File: config.mk
export PLATFORM = sky130hd
export DESIGN_NAME = hcr_queue
export DESIGN_NICKNAME = d
export VERILOG_FILES = /design/src/rtl/core/hcr_pkg.sv /design/src/rtl/core/hcr_queue.sv
export VERILOG_INCLUDE_DIRS = /design/src /design/src/rtl/core
export SDC_FILE = /design/constraint.sdc
export NUM_CORES = 1
export LEC_CHECK = 0
export ABC_AREA = 1
export BUFFER_PORTS_ARGS = -buffer_cell sky130_fd_sc_hd__buf_2
export CAP_MARGIN = 5
export CORE_MARGIN = 2
export CORE_UTILIZATION = 55
export CTS_BUF_LIST = sky130_fd_sc_hd__clkbuf_8
export DETAILED_ROUTE_END_ITERATION = 16
export HOLD_SLACK_MARGIN = 0.06
export PLACE_DENSITY = 0.77
export SYNTH_ARGS = -nofsm -noshare
export SYNTH_HDL_FRONTEND = slang
export SYNTH_SLANG_ARGS = --single-unit
File: constraint.sdc
create_clock -name clk -period 1.8 [get_ports clk]
set_input_delay 0.09 -clock clk [delete_from_list [all_inputs] [get_ports clk]]
set_output_delay 0.09 -clock clk [all_outputs]
set_load 0.02 [all_outputs]
File: src/rtl/core/harris_corner_response_assert.svh
// Assertion macros for the Harris corner response RTL.
// Each macro expects clk and rst_n in the scope where it is used.
`ifndef HARRIS_CORNER_RESPONSE_ASSERT_SVH
`define HARRIS_CORNER_RESPONSE_ASSERT_SVH

// Same-cycle implication, ignored while in reset.
`define HCR_ASSERT_NOW(lbl, ante, cons, msg) \
  lbl: assert property (@(posedge clk) disable iff (!rst_n) (ante) |-> (cons)) \
    else $error(msg);

// Next-cycle implication, ignored while in reset.
`define HCR_ASSERT_NEXT(lbl, ante, cons, msg) \
  lbl: assert property (@(posedge clk) disable iff (!rst_n) (ante) |=> (cons)) \
    else $error(msg);

`endif

File: src/rtl/core/hcr_pkg.sv
// Types, constants and helper functions of the Harris corner response block.
// No dependencies; the other RTL files, but for the assertion header, use this package.
package hcr_pkg;

  localparam int POS_W   = 13;   // pixel position, covers the widest frame
  localparam int DIM_W   = 14;   // frame size and raster counters
  localparam int PEND_W  = 15;   // pending count, up to 2W+2
  localparam int SLOT_W  = 3;    // eight row slots in the pixel store
  localparam int PIX_W   = 8;
  localparam int K_W     = 10;
  localparam int SIZE_W  = 12;
  localparam int RESP_W  = 42;
  localparam int OPOS_W  = 11;
  localparam int GRAD_W  = 12;
  localparam int PROD_W  = 22;
  localparam int WGT_W   = 31;
  localparam int WSUM_W  = 56;
  localparam int GS_W    = 25;
  localparam int KT_W    = 62;
  localparam int REM_W   = 15;
  localparam int IDX_W   = 4;

  localparam logic [REM_W-1:0]  DIVISOR   = 15'd10000;
  localparam logic [IDX_W-1:0]  LAST_POS  = 4'd8;
  localparam logic [SIZE_W-1:0] MIN_DIM   = 12'd3;

  localparam logic [K_W-1:0]    RST_K      = 10'd400;
  localparam logic [SIZE_W-1:0] RST_WIDTH  = 12'd640;
  localparam logic [SIZE_W-1:0] RST_HEIGHT = 12'd480;

  localparam logic signed [63:0] RESP_MAX64 = 64'sd2199023255551;
  localparam logic signed [63:0] RESP_MIN64 = -64'sd2199023255552;

  localparam logic REQ_PIXEL = 1'b0;
  localparam logic REQ_DRAIN = 1'b1;

  localparam logic [1:0] CFG_K      = 2'd0;
  localparam logic [1:0] CFG_WIDTH  = 2'd1;
  localparam logic [1:0] CFG_HEIGHT = 2'd2;

  typedef struct packed {
    logic [POS_W-1:0] row;
    logic [POS_W-1:0] col;
    logic             last;
  } job_t;

  typedef struct packed {
    logic              en;
    logic [SLOT_W-1:0] slot;
    logic [POS_W-1:0]  col;
    logic [PIX_W-1:0]  data;
  } wr_t;

  typedef struct packed {
    logic [DIM_W-1:0] w;
    logic [DIM_W-1:0] h;
    logic [K_W-1:0]   k;
  } frame_t;

  typedef enum logic [3:0] {
    BS_IDLE, BS_SETUP, BS_READ, BS_WAIT, BS_MUL1, BS_MUL2, BS_ACC, BS_ROUND,
    BS_FIN1, BS_FIN2, BS_FIN3, BS_FIN4, BS_DSTART, BS_DIV, BS_SAT, BS_OUT
  } back_state_t;

  // row offset (0..2) of a 3x3 window position
  function automatic logic [1:0] pos_dy(input logic [IDX_W-1:0] idx);
    logic [1:0] d;
    unique case (idx) inside
      4'd0, 4'd1, 4'd2: d = 2'd0;
      4'd3, 4'd4, 4'd5: d = 2'd1;
      4'd6, 4'd7, 4'd8: d = 2'd2;
      default:          d = 2'd0;
    endcase
    return d;
  endfunction

  function automatic logic [1:0] pos_dx(input logic [IDX_W-1:0] idx);
    logic [1:0] d;
    unique case (idx) inside
      4'd0, 4'd3, 4'd6: d = 2'd0;
      4'd1, 4'd4, 4'd7: d = 2'd1;
      4'd2, 4'd5, 4'd8: d = 2'd2;
      default:          d = 2'd0;
    endcase
    return d;
  endfunction

  // Gaussian weight, outer product of the Q0.16 taps
  function automatic logic signed [WGT_W-1:0] gauss_wgt(input logic [IDX_W-1:0] idx);
    logic signed [WGT_W-1:0] w;
    unique case (idx) inside
      4'd0, 4'd2, 4'd6, 4'd8: w = 31'sd437520889;
      4'd1, 4'd3, 4'd5, 4'd7: w = 31'sd495774734;
      4'd4:                   w = 31'sd561784804;
      default:                w = '0;
    endcase
    return w;
  endfunction

  function automatic logic signed [2:0] gx_coef(input logic [IDX_W-1:0] idx);
    logic signed [2:0] c;
    unique case (idx) inside
      4'd0, 4'd6: c = -3'sd1;
      4'd2, 4'd8: c = 3'sd1;
      4'd3:       c = -3'sd2;
      4'd5:       c = 3'sd2;
      default:    c = 3'sd0;
    endcase
    return c;
  endfunction

  function automatic logic signed [2:0] gy_coef(input logic [IDX_W-1:0] idx);
    logic signed [2:0] c;
    unique case (idx) inside
      4'd0, 4'd2: c = -3'sd1;
      4'd6, 4'd8: c = 3'sd1;
      4'd1:       c = -3'sd2;
      4'd7:       c = 3'sd2;
      default:    c = 3'sd0;
    endcase
    return c;
  endfunction

  // reflect-101 for an index at most one outside [0, n-1]
  function automatic logic [POS_W-1:0] mirror(input logic signed [15:0] i,
                                              input logic [DIM_W-1:0] n);
    logic signed [15:0] nn;
    logic signed [15:0] v;
    nn = $signed({2'b00, n});
    if (i < 16'sd0)
      v = -i;
    else if (i >= nn)
      v = 16'sd2 * nn - 16'sd2 - i;
    else
      v = i;
    return v[POS_W-1:0];
  endfunction

  // Q0.32 to integer, halves away from zero
  function automatic logic signed [GS_W-1:0] round_q32(input logic signed [WSUM_W-1:0] s);
    logic [WSUM_W-1:0]      mag;
    logic [WSUM_W-1:0]      rm;
    logic signed [GS_W-1:0] q;
    mag = s[WSUM_W-1] ? WSUM_W'(-s) : WSUM_W'(s);
    rm  = mag + {{(WSUM_W-32){1'b0}}, 32'h8000_0000};
    q   = $signed({1'b0, rm[WSUM_W-1:32]});
    return s[WSUM_W-1] ? -q : q;
  endfunction

  function automatic logic [DIM_W-1:0] clamp_dim(input logic [SIZE_W-1:0] v, input int hi);
    logic [DIM_W-1:0] r;
    if (v < MIN_DIM)
      r = DIM_W'(MIN_DIM);
    else if (int'(v) > hi)
      r = DIM_W'(hi);
    else
      r = DIM_W'(v);
    return r;
  endfunction

endpackage

File: src/rtl/core/hcr_queue.sv
// Short job queue between front and back end.
// Depends on hcr_pkg and the assertion macro header.
module hcr_queue #(
  parameter int DEPTH = 4
) (
  input  logic          clk,
  input  logic          rst_n,
  input  logic          push,
  input  hcr_pkg::job_t din,
  input  logic          pop,
  output hcr_pkg::job_t dout,
  output logic          full,
  output logic          empty
);
  import hcr_pkg::*;
`include "harris_corner_response_assert.svh"

  localparam int PTR_W = (DEPTH > 1) ? $clog2(DEPTH) : 1;
  localparam int CNT_W = $clog2(DEPTH + 1);

  job_t             store_r [DEPTH];
  logic [PTR_W-1:0] wp_r, rp_r;
  logic [CNT_W-1:0] count_r;

  assign full  = (count_r == CNT_W'(DEPTH));
  assign empty = (count_r == '0);
  assign dout  = store_r[rp_r];

  always_ff @(posedge clk) begin
    if (push) store_r[wp_r] <= din;
  end

  always_ff @(posedge clk) begin
    if (!rst_n) begin
      wp_r    <= '0;
      rp_r    <= '0;
      count_r <= '0;
    end else begin
      if (push) wp_r <= (wp_r == PTR_W'(DEPTH - 1)) ? '0 : PTR_W'(wp_r + 1'b1);
      if (pop)  rp_r <= (rp_r == PTR_W'(DEPTH - 1)) ? '0 : PTR_W'(rp_r + 1'b1);
      if (push && !pop)      count_r <= CNT_W'(count_r + 1'b1);
      else if (pop && !push) count_r <= CNT_W'(count_r - 1'b1);
    end
  end

  `HCR_ASSERT_NOW(a_push_room, push, !full, "job pushed into a full queue")
  `HCR_ASSERT_NOW(a_pop_data, pop, !empty, "job popped from an empty queue")
  `HCR_ASSERT_NEXT(a_count_hold, !push && !pop, $stable(count_r), "queue count moved")

endmodule

After elaboration in Yosys (flattened, before gate mapping). Memory sizes are Yosys's and may differ from the RTL's. A register that Yosys moved wholly into a read port is not among the register bits. Cells that the tools add are included.

Equal/unequal tests: 3. Reductions and logical operators: 6. Add/sub/neg operators: 4. Multiplexer cells: 8.

Operators with widths (number): $mux 2 (4); $mux 3 (2); $add 2x1->2 const B (2); $eq 2x2->1 const B (2); $add 3x1->3 const B (1); $eq 3x3->1 const B (1); $logic_not 3->1 (1); $sub 3x1->3 const B (1); $logic_and 1x1->1 (2); $logic_not 1->1 (2); $mux 1 (2); $reduce_bool 2->1 (1).

Output and inout port bits: 29. Flip-flop bits (word level): 7. RAM bits: 108. Memories: 1. Word-level logic and storage cells: 25. Bits of input ports: 31.

Memory list: store_r (depth 4, width 27, rd ports 1, clocked after Yosys merged registers in 1, write ports 1, RTL line hcr_queue.sv:21) `job_t store_r [DEPTH];`.

Depth between registers and ports, before layout. Gate-level depths: netlist of the first run.

Depth in word-level cells: 4. Mapped depth: 10. Gate-level depth less buffers: 10.

Worst setup path after synthesis of the first run. Ideal clock, no wire load.

Path type: reg-to-reg. Start point: reg wp_r[0]. End point: mem store_r[3][0] in the netlist's numbering, enable pin. Slack: 291 ps. Setup time: 382 ps. Path buffers: 0. Arrival time: 1128 ps. Cell stages (with the launch flop): 4. Clock period less this slack: 1509 ps. Required time: 1418 ps. Cell sequence: dfxtp_1 ha_1 nand2_1 inv_1.

RTL lines: start: declaration (RTL line hcr_queue.sv:22) `logic [PTR_W-1:0] wp_r, rp_r;`; start signal: assignment (RTL line hcr_queue.sv:39) `if (push) wp_r <= (wp_r == PTR_W'(DEPTH - 1)) ? '0 : PTR_W'(wp_r + 1'b1);`; end: declaration (RTL line hcr_queue.sv:21).

No word-level cell before the write port.

==> results of run 1 <==
kinds of logic (layout without fill, tap and decap cells):
| family | Yosys count | count (layout) |
|---|---|---|
| compound gates | 87 | 87 |
| xor+xnor | 1 | 1 |
| fa+ha+maj | 7 | 7 |
| buf+inv | 32 | 151 |
| flops | 117 | 117 |
| simple gates | 76 | 76 |
area by class of cell:
type,count,area [um2],share of cell area
timing repair buffer,103,734.5,0.1309
clock inverter,15,143.9,0.02564
tap,105,131.4,0.02341
sequential,117,3428,0.6109
multi-input combinational,171,867.1,0.1545
inverter,16,72.57,0.01293
clock buffer,17,234.0,0.04169
cell usage after synthesis, drive strengths merged:
cell    number  area (um2)
dfxtp        9       180.2
a21oi        3       15.01
clkbuf       1       7.510
nand4        1       6.260
ha           6       75.07
o22ai       27       168.9
buf         15       140.1
nand2        8       30.03
nor3         4       20.02
o21ai       57       285.3
fa           1       20.02
nor2        62       232.7
nand3        1       5.000
inv         15       63.81
xor2         1       8.760
clkinv       1       8.760
edfxtp     108        3243
flip-flops by register name, summed over array words and instances, names as in the netlist, named ones only:
| signal | count |
|---|---|
| count_r | 3 |
| rp_r | 2 |
| store_r | 108 |
| wp_r | 2 |
per-stage QoR:
stage          hold slack [ns]  std cells  instance area (um2)  power, uW  utilization
6_report                0.4308        544                 5612       6158       0.6934
5_1_grt                 0.4296        544                 5612       6407       0.6934
4_1_cts                 0.4046        542                 5592       6202       0.6909
3_5_place_dp            0.3098        480                 4906       3890       0.6062
3_3_place_gp            0.3043        480                 4906       3866       0.6062
2_1_floorplan           0.1889        320                 4511       3653            -
per-layer routing:
metal,up-vias,routed length [um]
met4,0,121
met3,9,330
li1,1396,-
met5,-,0
met2,61,4679
met1,1371,3624
path summary, 6_finish.rpt:
kind / start / end / slack, ns / depth (start not counted)
worst min register to register: wp_r[1] / wp_r[1] / 0.53 / 2
worst max register to register: wp_r[0] / store_r[2][26] / 0.35 / 5
worst max-delay path: flop / dout[12] / 0.12 / 4
worst min-delay path: din[9] / store_r[0][9] / 0.43 / 2
repair_timing:
item,CTS,global route
resized for setup,3,2
buffers inserted,0,2
setup endpoints to repair,19,6
gates cloned,0,0
hold buffers,30,0
endpoints found under the hold margin,117,0
report_power, final:
part,leakage (uW),internal [uW],switching (uW)
clock network,0.000200,1320,941
registers,0.00107,3100,51.0
logic,0.000849,272,469
==> results.cfg, run 1 <==
[clock_network]
clk_latency_ns = 0.40
cts_buffers = 17
cts_root_buffer = clkbuf_8
cts.reportedPaths.clkPinSlew_ns = 0.06
cts_sinks = 117
h-tree-depth = 4
cts_tree = built
clk_path_buf_depth = 2

[sta]
hold_viol = 0
rsz0062_at_grt = no
min_period_ns = 1.677
clock_skew_ns = 0.004186
slew_headroom = 0.7594
setup_viol = 0
setup_slack_ns = 0.1234
drv_slew = 0
fmax_mhz = 596.4
setup-tns-final_ns = 0
worst_slew_pin_slew_ns = 0.3605
fin_crit_sh = 0.9315

[outcome]
status = finished clean

[drt]
wl_per_cell_um = 16.09
routed_via_density = 5.215
routed_wl_mm = 8.755
drc = 0
num_vias = 2837
first_pass_iters = 4
antenna_left = 0
drtIter0Drc = 174

[synthesis]
syn_avg_cell_area_um2 = 14.10
yosys_warnings = 0
syn_nets = 358
ys_seq_area_frac = 0.7589
synth_compound_area_frac = 0.1040
synthAdderAreaFrac = 0.02108
synth_top_family_by_area = compound AO/OA/AOI/OAI gates
synth-simple-area-share = 0.06519
syn_inst = 320
synth_seq_cells = 117
ys_types = 21
synth-xor-area-share = 0.001942
syn_area_um2 = 4511
synthMuxAreaShare = 0

[floorplanning]
fp.dieW_um = 94.56
core_um2 = 8093
ios = 60
start_util = 0.5574
die_h_um = 94.56
rows = 33
die_area_um2 = 8942

[worst_setup_path]
cp_data_required_time_ns = 1.71
timing.setup.critical_path_class = reg2out
cp_top_family = buffers and inverters
cp_slowest_cell = dfxtp_4
worstPathArrival_ns = 1.59
crit_buf_inv = 2
crit_chain = inv_8, nor2_1, o22ai_1, buf_2
end_kind = output pin
crit_fanout = 54
start_kind = flop
cpPeakStageDelay_ns = 0.40

[global_route]
met3_usage = 0.05267
grt_pass1_vias = 2794
grt_busiest_layer = met2
overflow = 0
grt_pass1_wl_mm = 13.40
grt_util_met1 = 0.2475
grt_max_degree = 55
antenna_found_initial = 0
grt_usage = 0.2090
met2_usage = 0.3613

[run]
cap_violations = 0

[cells_and_area]
final_cell_mix = 108 x edfxtp_1, 62 x nor2_1, 59 x buf_2
layout_commonest_cell = edfxtp_1
final_layout_size_suffix_gt1_frac = 0.2369
num-nets-final = 464
syn_to_final_growth_pct = 24.41
antenna_cells = 0
num-fill-cells = 570

[power]
leakagePower_uw = 0.002116
p_per_area_nw_per_um2 = 1097
peakVddDrop_v = 0.0006283

[placed_design]
port_buffers = 59
routabilityCongestion = 0.7100
place_ws_ns = 0.3439
dp_hpwl_mm = 5.134

[worst_hold_path]
hp-class = in2reg
Power figures use the tool's default switching activity.
==> run 2: changes to the inputs <==
CORE_MARGIN = not set   (was 2)
RECOVER_POWER = 50   (was not set)
TNS_END_PERCENT = 100   (was not set)
==> results.cfg, run 2 (synthesis gave the netlist of run 1 again) <==
[cells_and_area]
largest_reg_flops = 108
final_area_um2 = 5625
layout_commonest_cell = edfxtp_1
antenna_cells = 0
final_layout_size_suffix_gt1_frac = 0.1739
syn_to_final_growth_pct = 24.72
final_cell_mix = 108 x edfxtp_1, 62 x nor2_1, 34 x o21ai_0
regMostFlops = store_r
num-nets-final = 462
reg_top3 = store_r: 108 flops, count_r: 3 flops

[sta]
slew_headroom = 0.6903
setup-tns-final_ns = 0
rsz0062_at_grt = no
hold_viol = 0
setup_viol = 0
min_period_ns = 1.710
fin_crit_sh = 0.9502
fmax_mhz = 584.7
worst_slew_pin_slew_ns = 0.4646
drv_slew = 0
clock_skew_ns = 0.006672

[floorplanning]
core_um2 = 7848
ios = 60
die_h_um = 92.56
rows = 32
start_util = 0.5748
die_area_um2 = 8567
fp.dieW_um = 92.56

[placed_design]
dp_hpwl_mm = 4.979
routabilityCongestion = 0.7484
port_buffers = 59
dpl_cell_area_um2 = 4902

[drt]
antenna_left = 0
routed_wl_mm = 8.503
routed_via_density = 5.295
first_pass_iters = 4
wl_per_cell_um = 15.78
drc = 0
num_vias = 2854
drtIter0Drc = 164

[power]
sequentialPowerShare = 0.485
combPwrFrac = 0.113
peakVddDrop_v = 0.0008552
switching_share = 0.2289
leakagePower_uw = 0.002065
internal_power_uw = 5001
clock_power_share = 0.402
p_per_area_nw_per_um2 = 1153
p_sw_uw = 1484

[worst_setup_path]
end_kind = output pin
worstPathArrival_ns = 1.62
cp_data_required_time_ns = 1.71
crit_fanout = 14
rr_worst_depth = 5
timing.setup.critical_path_class = reg2out
r2r_slack_ns = 0.35
start_kind = flop

[worst_hold_path]
hp-class = in2reg
whs_path_depth = 2

[outcome]
status = finished clean

[clock_network]
cts_buffers = 17
cts.reportedPaths.clkPinSlew_ns = 0.07
h-tree-depth = 4
cts_sinks = 117
clk_path_buf_depth = 2
postCtsSetupBuffers = 0
cts_root_buffer = clkbuf_8
clk_latency_ns = 0.41
cts_tree = built

[global_route]
overflow = 0
grt_max_degree = 55
grt_usage = 0.2210
grt_pass1_wl_mm = 13.63
antenna_found_initial = 0
grt_pass1_vias = 2797

[run]
cap_violations = 0
-- run 2: path summary, 6_finish.rpt --
kind	from	to
worst max-delay path	flop	dout[4]
worst min-delay path	din[12]	store_r[1][12]
worst max register to register	wp_r[1]	store_r[1][18]
worst min register to register	wp_r[1]	wp_r[1]
-- run 2: critical path: stages, from the launching register on --
cell and delay, ns:
dfxtp_2 0.43, buf_4 0.23, o21ai_0 0.12, o22ai_1 0.22, buf_2 0.20
-- run 2: timing repair --
item                                    CTS  global route
gates resized for setup                   1             3
gates cloned                              0             0
endpoints found under the setup margin   17            27
hold buffers                             30             0
endpoints found under the hold margin   117             0
-- run 2: area by class of cell --
type | instances | area (um2)
Inverter | 16 | 80.08
Tap cell | 102 | 127.6
Fill cell | 549 | 2222
Sequential cell | 117 | 3425
Timing Repair Buffer | 101 | 683.2
Clock buffer | 21 | 289.0
Multi-Input combinational cell | 171 | 867.1
Clock inverter | 11 | 153.9
-- run 2: metal layers --
metal | part of all wire | vias to the layer above | global-route usage
met5 | 0 | - | 0
met4 | 0.0078 | 0 | 0.09505
met3 | 0.047 | 6 | 0.06814
met2 | 0.52 | 72 | 0.3790
met1 | 0.43 | 1385 | 0.2560
li1 | - | 1391 | -
-- run 2: power by group through the flow --
stage,clock network [uW],logic (uW),registers (uW)
3_5_place_dp,0,686,3200
2_1_floorplan,0,462,3190
5_1_grt,2770,808,3160
6_report,2610,734,3150
3_3_place_gp,0,671,3200
4_1_cts,2640,742,3140
-- run 2: metrics by stage --
stage / hold slack, ns / utilization / setup slack [ns] / total power (uW) / std cells
final: 0.4652 / 0.7168 / 0.08958 / 6485 / 539
after global routing: 0.4583 / 0.7168 / 0.005310 / 6728 / 539
after CTS: 0.3984 / 0.7203 / 0.02335 / 6523 / 539
after detailed placement: 0.3084 / 0.6247 / 0.4201 / 3887 / 477
after global placement: 0.3030 / 0.6247 / 0.4424 / 3867 / 477
after floorplan: 0.1889 / - / 0.2907 / 3653 / 320
