`src/rtl/core/harris_corner_response_assert.svh`:
```
// Assertion macros for the Harris corner response RTL.
// Each macro expects clk and rst_n in the scope where it is used.
`ifndef HARRIS_CORNER_RESPONSE_ASSERT_SVH
`define HARRIS_CORNER_RESPONSE_ASSERT_SVH

// Same-cycle implication, ignored while in reset.
`define HCR_ASSERT_NOW(lbl, ante, cons, msg) \
  lbl: assert property (@(posedge clk) disable iff (!rst_n) (ante) |-> (cons)) \
    else $error(msg);

// Next-cycle implication, ignored while in reset.
`define HCR_ASSERT_NEXT(lbl, ante, cons, msg) \
  lbl: assert property (@(posedge clk) disable iff (!rst_n) (ante) |=> (cons)) \
    else $error(msg);

`endif

```
`src/rtl/core/hcr_pkg.sv`:
```
// Types, constants and helper functions of the Harris corner response block.
// No dependencies; the other RTL files, but for the assertion header, use this package.
package hcr_pkg;

  localparam int POS_W   = 13;   // pixel position, covers the widest frame
  localparam int DIM_W   = 14;   // frame size and raster counters
  localparam int PEND_W  = 15;   // pending count, up to 2W+2
  localparam int SLOT_W  = 3;    // eight row slots in the pixel store
  localparam int PIX_W   = 8;
  localparam int K_W     = 10;
  localparam int SIZE_W  = 12;
  localparam int RESP_W  = 42;
  localparam int OPOS_W  = 11;
  localparam int GRAD_W  = 12;
  localparam int PROD_W  = 22;
  localparam int WGT_W   = 31;
  localparam int WSUM_W  = 56;
  localparam int GS_W    = 25;
  localparam int KT_W    = 62;
  localparam int REM_W   = 15;
  localparam int IDX_W   = 4;

  localparam logic [REM_W-1:0]  DIVISOR   = 15'd10000;
  localparam logic [IDX_W-1:0]  LAST_POS  = 4'd8;
  localparam logic [SIZE_W-1:0] MIN_DIM   = 12'd3;

  localparam logic [K_W-1:0]    RST_K      = 10'd400;
  localparam logic [SIZE_W-1:0] RST_WIDTH  = 12'd640;
  localparam logic [SIZE_W-1:0] RST_HEIGHT = 12'd480;

  localparam logic signed [63:0] RESP_MAX64 = 64'sd2199023255551;
  localparam logic signed [63:0] RESP_MIN64 = -64'sd2199023255552;

  localparam logic REQ_PIXEL = 1'b0;
  localparam logic REQ_DRAIN = 1'b1;

  localparam logic [1:0] CFG_K      = 2'd0;
  localparam logic [1:0] CFG_WIDTH  = 2'd1;
  localparam logic [1:0] CFG_HEIGHT = 2'd2;

  typedef struct packed {
    logic [POS_W-1:0] row;
    logic [POS_W-1:0] col;
    logic             last;
  } job_t;

  typedef struct packed {
    logic              en;
    logic [SLOT_W-1:0] slot;
    logic [POS_W-1:0]  col;
    logic [PIX_W-1:0]  data;
  } wr_t;

  typedef struct packed {
    logic [DIM_W-1:0] w;
    logic [DIM_W-1:0] h;
    logic [K_W-1:0]   k;
  } frame_t;

  typedef enum logic [3:0] {
    BS_IDLE, BS_SETUP, BS_READ, BS_WAIT, BS_MUL1, BS_MUL2, BS_ACC, BS_ROUND,
    BS_FIN1, BS_FIN2, BS_FIN3, BS_FIN4, BS_DSTART, BS_DIV, BS_SAT, BS_OUT
  } back_state_t;

  // row offset (0..2) of a 3x3 window position
  function automatic logic [1:0] pos_dy(input logic [IDX_W-1:0] idx);
    logic [1:0] d;
    unique case (idx) inside
      4'd0, 4'd1, 4'd2: d = 2'd0;
      4'd3, 4'd4, 4'd5: d = 2'd1;
      4'd6, 4'd7, 4'd8: d = 2'd2;
      default:          d = 2'd0;
    endcase
    return d;
  endfunction

  function automatic logic [1:0] pos_dx(input logic [IDX_W-1:0] idx);
    logic [1:0] d;
    unique case (idx) inside
      4'd0, 4'd3, 4'd6: d = 2'd0;
      4'd1, 4'd4, 4'd7: d = 2'd1;
      4'd2, 4'd5, 4'd8: d = 2'd2;
      default:          d = 2'd0;
    endcase
    return d;
  endfunction

  // Gaussian weight, outer product of the Q0.16 taps
  function automatic logic signed [WGT_W-1:0] gauss_wgt(input logic [IDX_W-1:0] idx);
    logic signed [WGT_W-1:0] w;
    unique case (idx) inside
      4'd0, 4'd2, 4'd6, 4'd8: w = 31'sd437520889;
      4'd1, 4'd3, 4'd5, 4'd7: w = 31'sd495774734;
      4'd4:                   w = 31'sd561784804;
      default:                w = '0;
    endcase
    return w;
  endfunction

  function automatic logic signed [2:0] gx_coef(input logic [IDX_W-1:0] idx);
    logic signed [2:0] c;
    unique case (idx) inside
      4'd0, 4'd6: c = -3'sd1;
      4'd2, 4'd8: c = 3'sd1;
      4'd3:       c = -3'sd2;
      4'd5:       c = 3'sd2;
      default:    c = 3'sd0;
    endcase
    return c;
  endfunction

  function automatic logic signed [2:0] gy_coef(input logic [IDX_W-1:0] idx);
    logic signed [2:0] c;
    unique case (idx) inside
      4'd0, 4'd2: c = -3'sd1;
      4'd6, 4'd8: c = 3'sd1;
      4'd1:       c = -3'sd2;
      4'd7:       c = 3'sd2;
      default:    c = 3'sd0;
    endcase
    return c;
  endfunction

  // reflect-101 for an index at most one outside [0, n-1]
  function automatic logic [POS_W-1:0] mirror(input logic signed [15:0] i,
                                              input logic [DIM_W-1:0] n);
    logic signed [15:0] nn;
    logic signed [15:0] v;
    nn = $signed({2'b00, n});
    if (i < 16'sd0)
      v = -i;
    else if (i >= nn)
      v = 16'sd2 * nn - 16'sd2 - i;
    else
      v = i;
    return v[POS_W-1:0];
  endfunction

  // Q0.32 to integer, halves away from zero
  function automatic logic signed [GS_W-1:0] round_q32(input logic signed [WSUM_W-1:0] s);
    logic [WSUM_W-1:0]      mag;
    logic [WSUM_W-1:0]      rm;
    logic signed [GS_W-1:0] q;
    mag = s[WSUM_W-1] ? WSUM_W'(-s) : WSUM_W'(s);
    rm  = mag + {{(WSUM_W-32){1'b0}}, 32'h8000_0000};
    q   = $signed({1'b0, rm[WSUM_W-1:32]});
    return s[WSUM_W-1] ? -q : q;
  endfunction

  function automatic logic [DIM_W-1:0] clamp_dim(input logic [SIZE_W-1:0] v, input int hi);
    logic [DIM_W-1:0] r;
    if (v < MIN_DIM)
      r = DIM_W'(MIN_DIM);
    else if (int'(v) > hi)
      r = DIM_W'(hi);
    else
      r = DIM_W'(v);
    return r;
  endfunction

endpackage

```
`src/rtl/core/hcr_channels.sv`:
```
// Handshake channels of the Harris corner response block: pixel in, response out.
// Depends on hcr_pkg for the field widths.
interface hcr_in_if;
  logic                      valid;
  logic                      ready;
  logic                      req_type;
  logic [hcr_pkg::PIX_W-1:0] pixel;

  modport source (output valid, req_type, pixel, input ready);
  modport sink (input valid, req_type, pixel, output ready);
endinterface


```
`src/rtl/core/hcr_front.sv`:
```
// Front end: config registers, raster counters, pixel store writes, job issue.
// Depends on hcr_pkg and hcr_channels.
module hcr_front #(
  parameter int MAX_WIDTH  = 2048,
  parameter int MAX_HEIGHT = 2048
) (
  input  logic                      clk,
  input  logic                      rst_n,
  hcr_in_if.sink                    in_if,
  input  logic                      cfg_we,
  input  logic [1:0]                cfg_index,
  input  logic [hcr_pkg::SIZE_W-1:0] cfg_data,
  input  logic                      q_full,
  input  logic                      back_idle,
  output logic                      push,
  output hcr_pkg::job_t             push_job,
  output hcr_pkg::wr_t              wr,
  output hcr_pkg::frame_t           frame
);
  import hcr_pkg::*;

  logic [K_W-1:0]    k_r;
  logic [SIZE_W-1:0] w_cfg_r, h_cfg_r;
  logic [DIM_W-1:0]  frame_w_r, frame_w_nxt, frame_h_r, frame_h_nxt;
  logic [DIM_W-1:0]  in_col_r, in_col_nxt, in_row_r, in_row_nxt;
  logic [DIM_W-1:0]  out_col_r, out_col_nxt, out_row_r, out_row_nxt;
  logic [PEND_W-1:0] pend_r, pend_nxt;
  logic              draining_r, draining_nxt;
  logic              start, acc;

  assign start       = !draining_r && (in_row_r == '0) && (in_col_r == '0);
  // a new frame waits until the back end no longer reads the old one
  assign in_if.ready = !q_full && !(start && !back_idle);
  assign acc         = in_if.valid && in_if.ready;
  assign frame       = '{w: frame_w_r, h: frame_h_r, k: k_r};

  always_comb begin
    logic [PEND_W-1:0] pend;
    logic [DIM_W-1:0]  oc, orw, fw, fh;
    fw = start ? clamp_dim(w_cfg_r, MAX_WIDTH) : frame_w_r;
    fh = start ? clamp_dim(h_cfg_r, MAX_HEIGHT) : frame_h_r;
    pend = pend_r;
    oc   = out_col_r;
    orw  = out_row_r;
    frame_w_nxt  = frame_w_r;
    frame_h_nxt  = frame_h_r;
    in_col_nxt   = in_col_r;
    in_row_nxt   = in_row_r;
    draining_nxt = draining_r;
    push         = 1'b0;
    push_job     = '{row: POS_W'(out_row_r), col: POS_W'(out_col_r), last: 1'b0};
    wr = '{en: 1'b0, slot: in_row_r[SLOT_W-1:0], col: POS_W'(in_col_r), data: in_if.pixel};

    if (acc && (in_if.req_type == REQ_PIXEL) && !draining_r) begin
      frame_w_nxt = fw;
      frame_h_nxt = fh;
      if (start) begin
        pend = '0;
        oc   = '0;
        orw  = '0;
      end
      wr.en = 1'b1;
      pend  = pend + 1'b1;
      if (DIM_W'(in_col_r + 1'b1) >= fw) begin
        in_col_nxt = '0;
        in_row_nxt = DIM_W'(in_row_r + 1'b1);
        if (DIM_W'(in_row_r + 1'b1) >= fh) draining_nxt = 1'b1;
      end else begin
        in_col_nxt = DIM_W'(in_col_r + 1'b1);
      end
      if (pend > PEND_W'({fw, 1'b0}) + PEND_W'(2)) begin
        push     = 1'b1;
        push_job = '{row: POS_W'(orw), col: POS_W'(oc), last: 1'b0};
        pend     = pend - 1'b1;
        if (DIM_W'(oc + 1'b1) >= fw) begin
          oc  = '0;
          orw = DIM_W'(orw + 1'b1);
        end else begin
          oc = DIM_W'(oc + 1'b1);
        end
      end
    end else if (acc && (in_if.req_type == REQ_DRAIN) && draining_r && (pend_r != '0)) begin
      push = 1'b1;
      push_job.last = (pend_r == PEND_W'(1));
      if (pend_r == PEND_W'(1)) begin
        draining_nxt = 1'b0;
        in_col_nxt   = '0;
        in_row_nxt   = '0;
        oc   = '0;
        orw  = '0;
        pend = '0;
      end else begin
        pend = pend_r - 1'b1;
        if (DIM_W'(oc + 1'b1) >= frame_w_r) begin
          oc  = '0;
          orw = DIM_W'(orw + 1'b1);
        end else begin
          oc = DIM_W'(oc + 1'b1);
        end
      end
    end
    pend_nxt    = pend;
    out_col_nxt = oc;
    out_row_nxt = orw;
  end

  always_ff @(posedge clk) begin
    if (!rst_n) begin
      k_r        <= RST_K;
      w_cfg_r    <= RST_WIDTH;
      h_cfg_r    <= RST_HEIGHT;
      frame_w_r  <= clamp_dim(RST_WIDTH, MAX_WIDTH);
      frame_h_r  <= clamp_dim(RST_HEIGHT, MAX_HEIGHT);
      in_col_r   <= '0;
      in_row_r   <= '0;
      out_col_r  <= '0;
      out_row_r  <= '0;
      pend_r     <= '0;
      draining_r <= 1'b0;
    end else begin
      if (cfg_we && (cfg_index == CFG_K))      k_r     <= cfg_data[K_W-1:0];
      if (cfg_we && (cfg_index == CFG_WIDTH))  w_cfg_r <= cfg_data;
      if (cfg_we && (cfg_index == CFG_HEIGHT)) h_cfg_r <= cfg_data;
      frame_w_r  <= frame_w_nxt;
      frame_h_r  <= frame_h_nxt;
      in_col_r   <= in_col_nxt;
      in_row_r   <= in_row_nxt;
      out_col_r  <= out_col_nxt;
      out_row_r  <= out_row_nxt;
      pend_r     <= pend_nxt;
      draining_r <= draining_nxt;
    end
  end

endmodule

```
`src/flat_wrapper.sv`:
```
// flat-port wrapper written by rule: the top's interface ports become plain ports
module hcr_front_flat import hcr_pkg::*;
#(
  parameter int MAX_WIDTH  = 2048,
  parameter int MAX_HEIGHT = 2048
)
  (clk, rst_n, cfg_we, cfg_index, cfg_data, q_full, back_idle, push, push_job, wr, frame, in_if_valid, in_if_req_type, in_if_pixel, in_if_ready);
  hcr_in_if in_if_i ();
  input  logic clk;
  input  logic rst_n;
  input  logic cfg_we;
  input  logic [1:0] cfg_index;
  input  logic [hcr_pkg::SIZE_W-1:0] cfg_data;
  input  logic q_full;
  input  logic back_idle;
  output logic push;
  output hcr_pkg::job_t push_job;
  output hcr_pkg::wr_t wr;
  output hcr_pkg::frame_t frame;
  input wire logic [$bits(in_if_i.valid)-1:0] in_if_valid;
  input wire logic [$bits(in_if_i.req_type)-1:0] in_if_req_type;
  input wire logic [$bits(in_if_i.pixel)-1:0] in_if_pixel;
  output wire logic [$bits(in_if_i.ready)-1:0] in_if_ready;
  assign in_if_i.valid = in_if_valid;
  assign in_if_i.req_type = in_if_req_type;
  assign in_if_i.pixel = in_if_pixel;
  assign in_if_ready = in_if_i.ready;
  hcr_front #(.MAX_WIDTH(MAX_WIDTH), .MAX_HEIGHT(MAX_HEIGHT)) u_core (.clk(clk), .rst_n(rst_n), .in_if(in_if_i), .cfg_we(cfg_we), .cfg_index(cfg_index), .cfg_data(cfg_data), .q_full(q_full), .back_idle(back_idle), .push(push), .push_job(push_job), .wr(wr), .frame(frame));
endmodule
```
`config.mk`:
```
export PLATFORM = sky130hd
export DESIGN_NAME = hcr_front_flat
export DESIGN_NICKNAME = d
export VERILOG_FILES = /design/src/rtl/core/harris_corner_response_assert.svh /design/src/rtl/core/hcr_pkg.sv /design/src/rtl/core/hcr_channels.sv /design/src/rtl/core/hcr_front.sv /design/src/flat_wrapper.sv
export SDC_FILE = /design/constraint.sdc
export NUM_CORES = 1
export LEC_CHECK = 0
export BUFFER_PORTS_ARGS = -buffer_cell sky130_fd_sc_hd__buf_2
export CORE_UTILIZATION = 45
export CTS_CLUSTER_DIAMETER = 200
export DETAILED_ROUTE_END_ITERATION = 8
export GPL_ROUTABILITY_DRIVEN = 0
export PLACE_DENSITY = 0.67
export SLEW_MARGIN = 25
export SYNTH_ARGS = -nofsm -noshare
export SYNTH_HDL_FRONTEND = slang
export SYNTH_SLANG_ARGS = --single-unit
```
`constraint.sdc`:
```
create_clock -name clk -period 5.8 [get_ports clk]
set_input_delay 1.16 -clock clk [delete_from_list [all_inputs] [get_ports clk]]
set_output_delay 1.16 -clock clk [all_outputs]
set_load 0.05 [all_outputs]
```
-- After elaboration in Yosys (flattened, before gate mapping)
Index checks and enable logic that the tools add are counted.
- logic and storage cells: 111
- input bits: 29
- bits in registers: 134
- reductions and logical operators: 28
- mux-type cells: 47
- $lt $le $gt $ge: 9
- bitwise operators: 1
- equal/unequal tests: 5
- $add $sub $neg: 10
- operators by type and width (cell ; number):
    14-bit 2-to-1 mux ; 25
    15-bit 2-to-1 mux ; 6
    14-bit by 1-bit adder with 14-bit output, second input constant ; 6
    14-bit >= comparator ; 4
    12-bit 2-to-1 mux ; 3
    15-bit by 1-bit subtractor with 15-bit output, second input constant ; 2
    14-bit logical NOT ; 2
    27-bit 2-to-1 mux ; 1
    26-bit 2-to-1 mux ; 1
    12-bit greater-than comparator, second input constant ; 2
    12-bit by 2-bit less-than comparator with 1-bit output, second input constant ; 2
    15-bit by 1-bit adder with 15-bit output, second input constant ; 1
    15-bit by 2-bit adder with 15-bit output, second input constant ; 1
    15-bit by 1-bit == test with 1-bit output, second input constant ; 1
    15-bit greater-than comparator ; 1
    15-bit nonzero test ; 1
    1-bit logical AND ; 13
    1-bit 2-to-1 mux ; 11
    1-bit logical NOT ; 4
    2-bit inequality test, second input constant ; 2
    2-bit AND reduction ; 2
    4-bit AND reduction ; 1
    2-bit nonzero test ; 2
    3-bit AND reduction ; 1
    other kinds (5) ; 5

-- Logic depth before layout (Yosys ltp)
- depth after elaboration: 15
- gate-level depth with buffers: 26
- gate-level depth less buffers: 22

-- Least setup slack after synthesis
No wires, ideal clock.
- path type: register to output
- start point: register u_core.in_col_r[0]
- end point: output port push
- data arrival time: 5.309 ns
- path slack: -0.669 ns
- cell stages (with the launch flop): 25
- path through: dfxtp_1 -> inv_1 -> ha_1 -> nor4b_2 -> nand4_2 -> nor2_4 -> buf_2 -> buf_2 -> buf_1 -> nor2_1 -> ha_1 -> buf_4 -> nand2_1 -> nor2_1 -> xnor2_1 -> nor2_1 -> ha_1 -> o21ai_0 -> a21oi_1 -> o41ai_1 -> a311oi_2 -> a211oi_2 -> or2_1 -> buf_2 -> o21ai_0
- word-level cells in the longest chain between the ends: 11
- RTL lines (what ; RTL line ; RTL):
    start: declaration ; hcr_front.sv:25 ; logic [DIM_W-1:0] in_col_r, in_col_nxt, in_row_r, in_row_nxt;
    start signal: assignment ; hcr_front.sv:126 ; in_col_r <= in_col_nxt;
    14-bit logical NOT * ; hcr_front.sv:31 ; assign start = !draining_r && (in_row_r == '0) && (in_col_r == '0);
    1-bit logical AND * ; hcr_front.sv:31 ;
    parallel branches: the longest is 8 deep, another holds 15-bit by 1-bit adder with 15-bit output ; n/a ;
    1-bit 2-to-1 mux * ; hcr_front.sv:54 ; if (acc && (in_if.req_type == REQ_PIXEL) && !draining_r) begin
    end: declaration ; flat_wrapper.sv:16 ; output logic push;
Mark *: on every way between the ends. The select of a mux whose other input is x is not followed.

==> out/metrics.cfg <==
[yosys]
synthSimpleGateAreaFrac_pct=29.7
synthAdderAreaFrac_pct=9.30
yosysUniqueCellTypes=96
ys_ff_latch=133
synth_area_um2=10600
synthFlopType=dfxtp_1
yosysSeqAreaShare_pct=25.1
yosysWarnings=0
syn-mean-instance-area_um2=7.68
netlist_instances=1384
synth_async_sr_flop_share_pct=0
synth_edf_count=0
synth_top_family_by_area=simple AND/OR/NAND/NOR gates
synth-compound-area-share_pct=21.0
syn-num-nets=1492
synth_xor_area_share_pct=6.51
muxShareOfSynthArea_pct=1.17

[clock_tree]
clk_latency_ns=0.44
cts_root_buffer=clkbuf_16
clk_pin_slew_worst_paths_ns=0.08
cts_made_buffers=17
clock_path_buffers=2
numClockSinks=133
tritoncts=built
cts_max_level=4

[sta]
min_period_ns=5.99
hold_violations=0
finalMaxSlewViolations=0
rsz0062_at_grt=true
fin_hold_ws_ns=0.455
setup_viol=27
skew_ns=0.0166
max_freq_ghz=0.167
slew_headroom_pct=39.5
fin_crit_sh_pct=103
final.setup.worst_slack_ns=-0.187
worstMarginPinSlew_ns=0.901
finalSetupTns_ns=-4.41

[route]
wirelength_mm=34.7
vias=11000
drt-initial-drc-count=1040
dr.pass1.iters=5
drc=0
ant_nets=0
vias_per_cell=6.08
wl_per_cell_um=19.2

[global_routing]
gr-total-overflow=0
grt_start_max_net_pins=48
grt_pass1_wl_mm=55.1
antenna_found_initial=0
track_usage_pct=28.8
grt_pass1_vias=10300

[finish]
layout_common_cells=155 x nand2_1, 128 x dfxtp_1, 102 x nor2_1
drive_gt1_share_pct=23.2
final_util_pct=56.8
nNetsFinal=1588
layout_commonest_cell=nand2_1
area_growth_pct=22.4
fin_cells=1806
n_antenna_cell=0

[status]
failed_checks=negative setup slack
status=finished, violations left

[pwr]
power_density_nw_per_um2=192
p_leak_nw=5.38
max-vdd-ir-drop_v=0.000172

[floorplanning]
row_count=55
start_util_pct=46.4
core_area_um2=22900
chipWidth_um=156
fp.dieH_um=156
io_pins=121
die-area_um2=24200

[worst_setup_path]
worst_ep_required_time_ns=4.64
end_kind=primary output
worst_setup_path_start_kind=register
r2r_slack_ns=0.47
path_max_fanout=8
critPathKind=reg2out
cp_data_arrival_time_ns=4.83

[hold_path]
hp-class=reg2reg

[placement]
dpl.cell_count=1738
portBuffers=104
pre_cts_slack_ns=0.119
hpwl_mm=24.7

[flow_run]
maxCapViolCount=0

## worst paths after layout
kind                                         from                               end  cells after the start
setup / recovery  u_core.in_col_r[0]$_SDFFE_PN0P_                      push_job[24]                     24
hold / removal         u_core.k_r[2]$_SDFFE_PN0P_        u_core.k_r[2]$_SDFFE_PN0P_                      2
setup reg to reg  u_core.in_row_r[1]$_SDFFE_PN0P_  u_core.out_row_r[3]$_SDFFE_PN0P_                     25
hold reg to reg        u_core.k_r[2]$_SDFFE_PN0P_        u_core.k_r[2]$_SDFFE_PN0P_                      2
## kinds of logic after synthesis
kind of cell               after synthesis
DFF                                    133
buffers and inverters                  164
muxes                                   12
and+or+nand+nor                        584
AOI/OAI and AO/OA                      333
adders and majority gates               79
xor gates and xnor gates                79
## metal layers
| layer | track usage, % | vias up | wire length (µm) |
|---|---|---|---|
| met3 | 5.08 | 88 | 2930 |
| li1 | - | 5185 | - |
| met1 | 38.2 | 5163 | 15000 |
| met4 | 12.6 | 0 | 1220 |
| met2 | 45.8 | 541 | 15600 |
| met5 | 0 | - | 0 |
## flip-flops by register name (all words and copies together) (netlist names)
signal / flops
u_core.h_cfg_r: 12
u_core.out_row_r: 13
u_core.frame_w_r: 14
u_core.w_cfg_r: 12
u_core.in_row_r: 14
u_core.draining_r: 1
u_core.pend_r: 15
u_core.k_r: 10
u_core.out_col_r: 14
u_core.frame_h_r: 14
u_core.in_col_r: 14
## area by class of cell
type / count / area (µm²)
fillers: 2087 / 9910
inverters: 54 / 203
repair buffers: 187 / 1450
multi-input cells: 1087 / 7660
flip-flops and latches: 133 / 2670
clock inverters: 15 / 205
well taps: 313 / 392
clock buffers: 17 / 425
## cell usage after synthesis (4+ instances only)
| cell type | number | area (µm²) |
|---|---|---|
| a31oi_1 | 24 | 150 |
| xor2_1 | 33 | 289 |
| o31ai_1 | 9 | 67.6 |
| buf_4 | 28 | 210 |
| a22oi_1 | 8 | 60.1 |
| nand2b_1 | 17 | 106 |
| and2_1 | 12 | 75.1 |
| o22ai_1 | 18 | 113 |
| mux2i_1 | 9 | 90.1 |
| nor4_2 | 9 | 113 |
| and4_1 | 4 | 35.0 |
| dfxtp_1 | 133 | 2660 |
| o21ai_1 | 11 | 55.1 |
| a21oi_1 | 92 | 460 |
| nand3b_1 | 4 | 30.0 |
| nand3_1 | 54 | 270 |
| nor3_1 | 28 | 140 |
| nor2_1 | 114 | 428 |
| nand4_1 | 27 | 169 |
| inv_1 | 51 | 191 |
| o31a_1 | 6 | 52.6 |
| o211ai_1 | 19 | 143 |
| clkbuf_1 | 45 | 169 |
| a211oi_1 | 19 | 143 |
| or3_1 | 7 | 43.8 |
| xnor2_1 | 46 | 403 |
| ha_1 | 79 | 988 |
| a21boi_0 | 4 | 30.0 |
| o21bai_1 | 4 | 30.0 |
| nor3b_1 | 13 | 97.6 |
| and3b_1 | 4 | 35.0 |
| buf_2 | 22 | 110 |
| o2111ai_1 | 4 | 35.0 |
| a21o_1 | 25 | 188 |
| a22o_1 | 4 | 35.0 |
| nor2b_1 | 36 | 225 |
| nor4_1 | 21 | 131 |
| or2_2 | 5 | 31.3 |
| o21ai_0 | 45 | 225 |
| and3_1 | 31 | 194 |
| or4_1 | 7 | 52.6 |
| nand2_1 | 156 | 586 |
| buf_1 | 12 | 45.0 |
| nor4b_2 | 6 | 90.1 |
## power by group
group          total [mW]  leakage (nW)  internal (mW)  switching, mW
logic               0.351          3.99          0.122          0.229
clock network        1.18         0.305          0.663          0.521
registers           0.959          1.08          0.933         0.0262
## through the flow
step                cell area, µm²  total power [mW]
floorplan                    10800              1.21
global placement             11500              1.29
detailed placement           11500              1.29
CTS                          12800              2.49
global route                 13000              2.58
finish                       13000              2.49
## repair_timing
item | CTS | global route
buffers inserted | 22 | 13
pin swaps | 16 | 28
setup endpoints to repair | 27 | 27
cloned | 4 | 0
gates resized for setup | 97 | 28
hold buffers | 0 | 0
hold endpoints to repair | 0 | 0
## worst max-delay path, stage by stage, from the launching register on
cell,delay (ns)
dfxtp_2,0.32
inv_2,0.05
ha_2,0.15
nor4b_4,0.27
nand4_4,0.18
nor2_4,0.22
buf_12,0.15
buf_6,0.12
nor2_1,0.05
a31oi_2,0.20
nand3b_1,0.24
buf_4,0.16
nor3_4,0.03
xor2_1,0.18
ha_1,0.32
nand4_1,0.19
buf_4,0.20
a311oi_4,0.30
a211oi_4,0.08
or2_4,0.28
nor2_4,0.18
buf_12,0.16
buf_16,0.15
nor2b_4,0.05
buf_8,0.14
(Power assumes the default switching activity.)
